**config.mk**
```make
export PLATFORM = sky130hd
export DESIGN_NAME = text_line_column_tracker_flat
export DESIGN_NICKNAME = d
export VERILOG_FILES = /design/src/hdl/tlct_pkg.sv /design/src/hdl/tlct_if.sv /design/src/hdl/tlct_ctrl.sv /design/src/hdl/tlct_dp.sv /design/src/hdl/text_line_column_tracker.sv /design/src/flat_wrapper.sv
export SDC_FILE = /design/constraint.sdc
export NUM_CORES = 1
export LEC_CHECK = 0
export CORE_MARGIN = 5
export CORE_UTILIZATION = 58
export DETAILED_ROUTE_END_ITERATION = 6
export DONT_BUFFER_PORTS = 1
export GPL_ROUTABILITY_DRIVEN = 0
export MAX_ROUTING_LAYER = met4
export PLACE_DENSITY_LB_ADDON = 0.15
export SLEW_MARGIN = 25
export SYNTH_ARGS = -nofsm -noshare
export SYNTH_HDL_FRONTEND = slang
export SYNTH_SLANG_ARGS = --single-unit
```
**constraint.sdc**
```tcl
create_clock -name clk -period 2.9 [get_ports clk]
set_input_delay 0.29 -clock clk [delete_from_list [all_inputs] [get_ports clk]]
set_output_delay 0.29 -clock clk [all_outputs]
set_load 0.005 [all_outputs]
```
**src/hdl/tlct_pkg.sv**
```systemverilog
// Shared types and constants for the text line/column tracker.
// No dependencies; every other file of the block refers to it by scoped name.
`timescale 1ns / 1ps

package tlct_pkg;

  // default position widths
  localparam int LINE_BITS_DEF   = 24;
  localparam int COLUMN_BITS_DEF = 16;

  // configuration widths
  localparam int TAB_W      = 7;
  localparam int CFG_IDX_W  = 2;
  localparam int CFG_DATA_W = 7;

  localparam logic [TAB_W-1:0] TAB_WIDTH_RST = 7'd8;

  // byte codes and class bounds
  localparam logic [7:0] BYTE_LF       = 8'h0A;
  localparam logic [7:0] BYTE_CR       = 8'h0D;
  localparam logic [7:0] BYTE_TAB      = 8'h09;
  localparam logic [7:0] BYTE_SPACE    = 8'h20;
  localparam logic [7:0] BYTE_PRINT_HI = 8'h7E;
  localparam logic [7:0] LEAD2_LO      = 8'hC0;
  localparam logic [7:0] LEAD2_HI      = 8'hDF;
  localparam logic [7:0] LEAD3_LO      = 8'hE0;
  localparam logic [7:0] LEAD3_HI      = 8'hEF;
  localparam logic [7:0] LEAD4_LO      = 8'hF0;
  localparam logic [7:0] LEAD4_HI      = 8'hFF;

  typedef enum logic {
    OP_BYTE = 1'b0,
    OP_MARK = 1'b1
  } opcode_t;

  typedef enum logic [CFG_IDX_W-1:0] {
    REG_TAB_WIDTH     = 2'd0,
    REG_TAB_STOP_MODE = 2'd1
  } cfg_reg_t;

  // controller -> datapath
  typedef struct packed {
    logic take_marker;
    logic take_byte;
    logic div_start;
    logic div_step;
    logic div_done;
  } cmd_t;

  // datapath -> controller
  typedef struct packed {
    logic needs_div;
  } sts_t;

endpackage

```
**src/hdl/tlct_if.sv**
```systemverilog
// Valid/ready channel interfaces of the tracker: input items, result items
// and configuration writes. Depends on tlct_pkg.
`timescale 1ns / 1ps

interface tlct_in_if;
  logic              valid;
  logic              ready;
  tlct_pkg::opcode_t opcode;
  logic [7:0]        text_byte;

  modport source (output valid, opcode, text_byte, input ready);
  modport sink   (input valid, opcode, text_byte, output ready);
endinterface

interface tlct_out_if #(
  parameter int LINE_BITS   = tlct_pkg::LINE_BITS_DEF,
  parameter int COLUMN_BITS = tlct_pkg::COLUMN_BITS_DEF
);
  logic                   valid;
  logic                   ready;
  logic [LINE_BITS-1:0]   line_number;
  logic [COLUMN_BITS-1:0] column_number;

  modport source (output valid, line_number, column_number, input ready);
  modport sink   (input valid, line_number, column_number, output ready);
endinterface

interface tlct_cfg_if;
  logic                            valid;
  logic                            ready;
  logic [tlct_pkg::CFG_IDX_W-1:0]  index;
  logic [tlct_pkg::CFG_DATA_W-1:0] data;

  modport source (output valid, index, data, input ready);
  modport sink   (input valid, index, data, output ready);
endinterface

```
**src/hdl/tlct_ctrl.sv**
```systemverilog
// Controller of the tracker: handshakes, sequencing of the serial tab-stop
// remainder and the result-valid flag. Depends on tlct_pkg.
`timescale 1ns / 1ps

module tlct_ctrl #(
  parameter int COLUMN_BITS = tlct_pkg::COLUMN_BITS_DEF
) (
  input  logic              clk,
  input  logic              rst_n,
  input  logic              in_valid,
  input  tlct_pkg::opcode_t in_opcode,
  output logic              in_ready,
  output logic              out_valid,
  input  logic              out_ready,
  input  tlct_pkg::sts_t    sts,
  output tlct_pkg::cmd_t    cmd
);

  localparam int STEPS = COLUMN_BITS + 1;
  localparam int CNT_W = $clog2(STEPS);

  typedef enum logic [1:0] {
    ST_IDLE,
    ST_DIV,
    ST_FIN
  } state_t;

  state_t           state_r, state_nxt;
  logic [CNT_W-1:0] cnt_r, cnt_nxt;
  logic             out_valid_r, out_valid_nxt;
  logic             accept;

  // a byte may go in while a result waits; a marker needs the output slot
  assign in_ready = (state_r == ST_IDLE) &&
                    ((in_opcode == tlct_pkg::OP_BYTE) || !out_valid_r || out_ready);
  assign accept    = in_valid && in_ready;
  assign out_valid = out_valid_r;

  always_comb begin
    cmd.take_marker = accept && (in_opcode == tlct_pkg::OP_MARK);
    cmd.take_byte   = accept && (in_opcode == tlct_pkg::OP_BYTE) && !sts.needs_div;
    cmd.div_start   = accept && (in_opcode == tlct_pkg::OP_BYTE) && sts.needs_div;
    cmd.div_step    = (state_r == ST_DIV);
    cmd.div_done    = (state_r == ST_FIN);
  end

  always_comb begin
    state_nxt = state_r;
    cnt_nxt   = cnt_r;
    unique case (state_r)
      ST_IDLE: begin
        if (cmd.div_start) begin
          state_nxt = ST_DIV;
          cnt_nxt   = CNT_W'(STEPS - 1);
        end
      end
      ST_DIV: begin
        if (cnt_r == '0) begin
          state_nxt = ST_FIN;
        end else begin
          cnt_nxt = cnt_r - 1'b1;
        end
      end
      ST_FIN: begin
        state_nxt = ST_IDLE;
      end
      default: begin
        state_nxt = ST_IDLE;
      end
    endcase

    if (cmd.take_marker) begin
      out_valid_nxt = 1'b1;
    end else if (out_ready) begin
      out_valid_nxt = 1'b0;
    end else begin
      out_valid_nxt = out_valid_r;
    end
  end

  always_ff @(posedge clk) begin
    if (!rst_n) begin
      state_r     <= ST_IDLE;
      cnt_r       <= '0;
      out_valid_r <= 1'b0;
    end else begin
      state_r     <= state_nxt;
      cnt_r       <= cnt_nxt;
      out_valid_r <= out_valid_nxt;
    end
  end

endmodule

```
**src/hdl/tlct_dp.sv**
```systemverilog
// Datapath of the tracker: configuration registers, line/column/skip state,
// bit-serial remainder for tab stops and the result registers. Depends on tlct_pkg.
`timescale 1ns / 1ps

module tlct_dp #(
  parameter int LINE_BITS   = tlct_pkg::LINE_BITS_DEF,
  parameter int COLUMN_BITS = tlct_pkg::COLUMN_BITS_DEF
) (
  input  logic                   clk,
  input  logic                   rst_n,
  tlct_cfg_if.sink               cfg_ch,
  input  logic [7:0]             in_text_byte,
  input  tlct_pkg::cmd_t         cmd,
  output tlct_pkg::sts_t         sts,
  output logic [LINE_BITS-1:0]   out_line,
  output logic [COLUMN_BITS-1:0] out_column
);

  localparam int NUM_W = COLUMN_BITS + 1;
  localparam int TW    = tlct_pkg::TAB_W;

  logic [TW-1:0]          tab_width_r;
  logic                   tab_stop_mode_r;
  logic [LINE_BITS-1:0]   line_r, line_nxt;
  logic [COLUMN_BITS-1:0] col_r, col_nxt;
  logic [1:0]             skip_r, skip_nxt;

  logic [NUM_W-1:0]       num_r, shf_r;
  logic [TW-1:0]          rem_r, rem_step;
  logic [LINE_BITS-1:0]   line_out_r;
  logic [COLUMN_BITS-1:0] col_out_r;

  logic [NUM_W-1:0]       col_ext, col_inc, col_tab, tab_num, stop_col;
  logic [COLUMN_BITS-1:0] col_inc_sat, col_tab_sat, stop_col_sat;
  logic [LINE_BITS-1:0]   line_inc_sat;
  logic [TW:0]            rem_sh;

  assign cfg_ch.ready = 1'b1;
  assign out_line     = line_out_r;
  assign out_column   = col_out_r;

  assign sts.needs_div = (skip_r == 2'd0) && (in_text_byte == tlct_pkg::BYTE_TAB) &&
                         tab_stop_mode_r && (tab_width_r > TW'(1));

  // column arithmetic, one bit of headroom then saturate
  assign col_ext  = {1'b0, col_r};
  assign col_inc  = col_ext + NUM_W'(1);
  assign col_tab  = col_ext + NUM_W'(tab_width_r);
  assign tab_num  = col_tab + NUM_W'(1);
  // floor(n / w) * w == n - (n mod w)
  assign stop_col = num_r - NUM_W'(rem_r);

  assign col_inc_sat  = col_inc[COLUMN_BITS]  ? '1 : col_inc[COLUMN_BITS-1:0];
  assign col_tab_sat  = col_tab[COLUMN_BITS]  ? '1 : col_tab[COLUMN_BITS-1:0];
  assign stop_col_sat = stop_col[COLUMN_BITS] ? '1 : stop_col[COLUMN_BITS-1:0];
  assign line_inc_sat = (line_r == '1) ? line_r : line_r + 1'b1;

  // one restoring-remainder step, MSB of the numerator first
  assign rem_sh   = {rem_r, shf_r[NUM_W-1]};
  assign rem_step = (rem_sh >= {1'b0, tab_width_r}) ? TW'(rem_sh - {1'b0, tab_width_r})
                                                    : rem_sh[TW-1:0];

  // byte decode
  always_comb begin
    line_nxt = line_r;
    col_nxt  = col_r;
    skip_nxt = skip_r;
    if (skip_r != 2'd0) begin
      skip_nxt = skip_r - 2'd1;
    end else begin
      unique case (in_text_byte) inside
        tlct_pkg::BYTE_LF: begin
          line_nxt = line_inc_sat;
          col_nxt  = COLUMN_BITS'(1);
        end
        tlct_pkg::BYTE_TAB: begin
          col_nxt = col_tab_sat;
        end
        [tlct_pkg::BYTE_SPACE:tlct_pkg::BYTE_PRINT_HI]: begin
          col_nxt = col_inc_sat;
        end
        [tlct_pkg::LEAD2_LO:tlct_pkg::LEAD2_HI]: begin
          col_nxt  = col_inc_sat;
          skip_nxt = 2'd1;
        end
        [tlct_pkg::LEAD3_LO:tlct_pkg::LEAD3_HI]: begin
          col_nxt  = col_inc_sat;
          skip_nxt = 2'd2;
        end
        [tlct_pkg::LEAD4_LO:tlct_pkg::LEAD4_HI]: begin
          col_nxt  = col_inc_sat;
          skip_nxt = 2'd3;
        end
        default: begin
          // carriage return, controls, DEL, stray continuation bytes
        end
      endcase
    end
  end

  always_ff @(posedge clk) begin
    if (!rst_n) begin
      tab_width_r     <= tlct_pkg::TAB_WIDTH_RST;
      tab_stop_mode_r <= 1'b0;
      line_r          <= LINE_BITS'(1);
      col_r           <= COLUMN_BITS'(1);
      skip_r          <= 2'd0;
    end else begin
      if (cfg_ch.valid) begin
        unique case (cfg_ch.index)
          tlct_pkg::REG_TAB_WIDTH:     tab_width_r     <= cfg_ch.data[TW-1:0];
          tlct_pkg::REG_TAB_STOP_MODE: tab_stop_mode_r <= cfg_ch.data[0];
          default: begin
          end
        endcase
      end
      if (cmd.take_marker) begin
        skip_r <= 2'd0;
      end else if (cmd.take_byte) begin
        line_r <= line_nxt;
        col_r  <= col_nxt;
        skip_r <= skip_nxt;
      end else if (cmd.div_done) begin
        col_r <= stop_col_sat;
      end
    end
  end

  // payload registers
  always_ff @(posedge clk) begin
    if (cmd.take_marker) begin
      line_out_r <= line_r;
      col_out_r  <= col_r;
    end
    if (cmd.div_start) begin
      num_r <= tab_num;
      shf_r <= tab_num;
      rem_r <= '0;
    end else if (cmd.div_step) begin
      shf_r <= {shf_r[NUM_W-2:0], 1'b0};
      rem_r <= rem_step;
    end
  end

endmodule

```
**src/hdl/text_line_column_tracker.sv**
```systemverilog
// Text line/column tracker, top level: tlct_ctrl plus tlct_dp on three channels.
// Items go in only when idle, a marker only with the output slot free; a tab in
// tab-stop mode holds the input while the one-bit-per-cycle remainder runs over the
// COLUMN_BITS+1 bit numerator. Markers answer from the result register, next cycle.
// Synchronous active-low reset: line 1, column 1, no pending skip, tab width 8,
// fixed-width tabs, no result pending; no clearing pass.
`timescale 1ns / 1ps

module text_line_column_tracker #(
  parameter int LINE_BITS   = tlct_pkg::LINE_BITS_DEF,
  parameter int COLUMN_BITS = tlct_pkg::COLUMN_BITS_DEF
) (
  input logic        clk,
  input logic        rst_n,
  tlct_in_if.sink    in_ch,
  tlct_out_if.source out_ch,
  tlct_cfg_if.sink   cfg_ch
);

  // command/status pair between the sequencer and the datapath
  tlct_pkg::cmd_t cmd;
  tlct_pkg::sts_t sts;

  logic [LINE_BITS-1:0]   dp_line;
  logic [COLUMN_BITS-1:0] dp_column;

  // Controller: owns in.ready / out.valid and the remainder step counter.
  tlct_ctrl #(
    .COLUMN_BITS (COLUMN_BITS)
  ) u_ctrl (
    .clk       (clk),
    .rst_n     (rst_n),
    .in_valid  (in_ch.valid),
    .in_opcode (in_ch.opcode),
    .in_ready  (in_ch.ready),
    .out_valid (out_ch.valid),
    .out_ready (out_ch.ready),
    .sts       (sts),
    .cmd       (cmd)
  );

  // Datapath: position state, config registers and the result item.
  tlct_dp #(
    .LINE_BITS   (LINE_BITS),
    .COLUMN_BITS (COLUMN_BITS)
  ) u_dp (
    .clk          (clk),
    .rst_n        (rst_n),
    .cfg_ch       (cfg_ch),
    .in_text_byte (in_ch.text_byte),
    .cmd          (cmd),
    .sts          (sts),
    .out_line     (dp_line),
    .out_column   (dp_column)
  );

  // result payload straight from the datapath's output registers
  assign out_ch.line_number   = dp_line;
  assign out_ch.column_number = dp_column;

endmodule

```
**src/flat_wrapper.sv**
```systemverilog
// flat-port wrapper written by rule: the top's interface ports become plain ports
module text_line_column_tracker_flat 
#(
  parameter int LINE_BITS   = tlct_pkg::LINE_BITS_DEF,
  parameter int COLUMN_BITS = tlct_pkg::COLUMN_BITS_DEF
)
  (clk, rst_n, in_ch_valid, in_ch_opcode, in_ch_text_byte, in_ch_ready, out_ch_valid, out_ch_line_number, out_ch_column_number, out_ch_ready, cfg_ch_valid, cfg_ch_index, cfg_ch_data, cfg_ch_ready);
  tlct_in_if in_ch_i ();
  tlct_out_if #(.LINE_BITS(LINE_BITS), .COLUMN_BITS(COLUMN_BITS)) out_ch_i ();
  tlct_cfg_if cfg_ch_i ();
  input logic clk;
  input logic rst_n;
  input wire logic [$bits(in_ch_i.valid)-1:0] in_ch_valid;
  input wire logic [$bits(in_ch_i.opcode)-1:0] in_ch_opcode;
  input wire logic [$bits(in_ch_i.text_byte)-1:0] in_ch_text_byte;
  output wire logic [$bits(in_ch_i.ready)-1:0] in_ch_ready;
  output wire logic [$bits(out_ch_i.valid)-1:0] out_ch_valid;
  output wire logic [$bits(out_ch_i.line_number)-1:0] out_ch_line_number;
  output wire logic [$bits(out_ch_i.column_number)-1:0] out_ch_column_number;
  input wire logic [$bits(out_ch_i.ready)-1:0] out_ch_ready;
  input wire logic [$bits(cfg_ch_i.valid)-1:0] cfg_ch_valid;
  input wire logic [$bits(cfg_ch_i.index)-1:0] cfg_ch_index;
  input wire logic [$bits(cfg_ch_i.data)-1:0] cfg_ch_data;
  output wire logic [$bits(cfg_ch_i.ready)-1:0] cfg_ch_ready;
  assign in_ch_i.valid = in_ch_valid;
  assign in_ch_i.opcode = in_ch_opcode;
  assign in_ch_i.text_byte = in_ch_text_byte;
  assign in_ch_ready = in_ch_i.ready;
  assign out_ch_valid = out_ch_i.valid;
  assign out_ch_line_number = out_ch_i.line_number;
  assign out_ch_column_number = out_ch_i.column_number;
  assign out_ch_i.ready = out_ch_ready;
  assign cfg_ch_i.valid = cfg_ch_valid;
  assign cfg_ch_i.index = cfg_ch_index;
  assign cfg_ch_i.data = cfg_ch_data;
  assign cfg_ch_ready = cfg_ch_i.ready;
  text_line_column_tracker #(.LINE_BITS(LINE_BITS), .COLUMN_BITS(COLUMN_BITS)) u_core (.clk(clk), .rst_n(rst_n), .in_ch(in_ch_i), .out_ch(out_ch_i), .cfg_ch(cfg_ch_i));
endmodule
```
==> impl_metrics.toml <==
[floorplan]
die_w_um = 123
boundaryPins = 66
num_rows = 41
die_h_um = 123
core-area_mm2 = 0.0126
initial_core_util = 0.591
die-area_mm2 = 0.0152

[worst_setup_path]
crit_chain = "ha_4, inv_2, fa_2, nand2b_4, a211o_4, a211oi_4, xnor2_2, nor3_1, nand4_1, xor2_1, mux2_4"
rr_worst_depth = 11
rrSetupSlack_ns = -0.13
startpoint_type = "flop"
critical_path_arrival_ns = 3.20
cpMaxStageDelayCell = "a211o_4"
cpLargestDelayFamily = "simple AND/OR/NAND/NOR gates"
critPathKind = "flop to flop"
cp.depth = 11
cp-end-kind = "flop"
crit_required_ns = 3.07
cpPeakStageDelay_ns = 0.37
path_max_fanout = 4
path_buf_inv = 1

[clocking]
cts_buffers = 17
cts.path.max_buffers = 2
clkSinkCount = 139
insertion_delay_ns = 0.43
cts_tree = "done"
htreeDepth = 4
clkTransAtPathRegs_ns = 0.06
cts-root-buf = "clkbuf_16"

[yosys]
synth_cell_types = 65
synth_compound_area_frac = 0.126
synth_nets = 804
synth_area_mm2 = 0.00743
synth-async-reset-ratio = 0
postSynthCellCount = 752
ys_seq_area_frac = 0.474
synthAdderAreaFrac = 0.0519
synth-seq-cells = 139
synth_edf_count = 74
yosysWarnings = 0
synth_flop_cell = "edfxtp_1"
synth_top_family_by_area = "simple AND/OR/NAND/NOR gates"
synthSimpleGateAreaFrac = 0.189
synth_xor_area_frac = 0.0884
synth_mux_area_frac = 0.0360
syn_avg_cell_area_um2 = 9.88

[timing]
fin_crit_ns = 3.03
hold_viol = 0
worst_slack_ns = -0.131
clock_skew_ns = 0.00815
slew-limit-headroom = 0.623
tightestPinTransition_ns = 0.565
rsz0062_at_grt = "true"
post-route-period-util = 1.05
max_freq_mhz = 330
slew_violations = 0
hold_ws_ns = 0.00586
timing.setup.tns_ns = -0.374
setup_violations = 5

[route]
drc_errors = 0
via_per_inst = 6.04
drt_iter0_markers = 512
dr_total_vias = 5984
ant_nets = 0
drtPass1Iterations = 6
drt-wirelength-per-cell_um = 18.3
drt-total-wl_um = 18100

[finish]
layout_common_cells = "nor2_1 (76), edfxtp_1 (74), buf_4 (62), dfxtp_1 (62), nand2_1 (50)"
final_cells = 991
drive_gt1_frac = 0.181
final_common_cell = "nor2_1"
syn_to_final_growth_pct = 18.8
postLayoutCellArea_mm2 = 0.00883
diodes = 0
nets = 858

[global_route]
use_met2 = 0.397
met3_usage = 0.0659
grt_antenna_before_repair = 0
grt_use_total = 0.249
first_global_vias = 5731
grt_max_degree = 41
grt_pass1_wl_um = 28300
busiest_layer = "met2"
grt_overflow = 0
use_met1 = 0.310

[worst_hold_path]
hold_class = "primary input to flop"
min_path_cells = 2

[place]
dp_hpwl_um = 13200
dpl-instance-area_mm2 = 0.00797
dp_cells = 947
preCtsSetupSlack_ns = -0.147
numPortBuffers = 0

[power]
p_per_area_mw_per_mm2 = 534
p_leak_nw = 3.33
vdd_drop_max_uv = 319

[run_status]
violations = "setup timing"
outcome = "finished, violations left"

[job]
drv_cap = 0
[sequential cells by signal, indices dropped and copies added (netlist names), 2 cells and up]
name and cells:
u_core.u_dp.col_r 16, u_core.u_dp.num_r 17, u_core.u_dp.out_column 16, u_core.u_dp.skip_r 2, u_core.u_ctrl.cnt_r 5, u_core.u_dp.shf_r 17
u_core.u_dp.out_line 24, u_core.u_dp.tab_width_r 7, u_core.u_dp.rem_r 7, u_core.u_dp.line_r 24, u_core.u_ctrl.state_r 2
[worst reg2reg max path, stage by stage, from the launching register on]
cell and delay (ns):
dfxtp_2 0.35, ha_4 0.14, inv_2 0.03, fa_2 0.33
nand2b_4 0.16, a211o_4 0.37, a211oi_4 0.26, xnor2_2 0.15
nor3_1 0.33, nand4_1 0.20, xor2_1 0.19, mux2_4 0.26
[metal layers]
metal / routed length, µm / share of wire
met1: 7630 / 0.42
met4: 340 / 0.019
met3: 1310 / 0.072
met2: 8860 / 0.49
met5: 0 / 0
[area by class of cell]
type	instances	area, µm²
Multi-Input combinational cell	550	3820
Fill cell	903	3740
Sequential cell	139	3530
Timing Repair Buffer	66	527
Clock buffer	17	425
Tap cell	172	215
Clock inverter	15	188
Inverter	32	120
[per-stage QoR]
stage	utilization	total power, mW
after CTS	0.695	4.72
after global routing	0.702	4.86
after floorplan	-	2.38
after detailed placement	0.634	2.50
after global placement	0.634	2.49
final	0.702	4.71
[cells by family after synthesis]
family / count (synthesis)
buffers and inverters: 63
and+or+nand+nor: 273
adders and majority gates: 29
muxes: 25
xor gates and xnor gates: 75
DFF: 139
AOI/OAI and AO/OA: 147
other: 1
[report_power, final]
part           internal (mW)  switching [mW]
Combinational          0.145           0.210
Sequential              2.11          0.0293
Clock                   1.37           0.857
[synthesized netlist by cell type (6+ instances only)]
cell      instances  area share
xnor2_1          37       0.044
nand4_1          13       0.011
nand2b_1         10      0.0084
o21ai_0          29       0.020
nor3_1           16       0.011
o211ai_1          7      0.0071
nand3_1          43       0.029
o21ai_1          11      0.0074
inv_1            30       0.015
and3_1           10      0.0084
dfxtp_1          65        0.18
nor2b_1           9      0.0076
nand2_1          51       0.026
edfxtp_1         74        0.30
buf_2             6      0.0040
mux2i_1          11       0.015
nor4_1            6      0.0051
o22ai_1           9      0.0076
a21oi_1          44       0.030
xor2_1           38       0.045
nor2_1           76       0.038
ha_1             26       0.044
or3_1             6      0.0051
mux2_2           14       0.021
o21a_1            7      0.0071
clkbuf_1         23       0.012
[what timing repair did]
item / CTS / global route
setup buffers: 9 / 4
gates cloned: 0 / 0
gates resized for setup: 15 / 13
hold buffers: 1 / 0
endpoints found under the setup margin: 7 / 24
pin swaps: 12 / 6
hold endpoints to repair: 3 / 0
[path summary, 6_finish.rpt]
| path | from | to |
|---|---|---|
| hold / removal | rst_n | u_core.u_dp.skip_r[0] |
| setup reg to reg | u_core.u_dp.tab_width_r[0] | u_core.u_dp.shf_r[14] |
| setup / recovery | u_core.u_dp.tab_width_r[0] | u_core.u_dp.shf_r[14] |
| hold reg to reg | u_core.u_dp.col_r[10] | u_core.u_dp.out_column[10] |
Note: power is estimated with default switching activity, not from simulation.
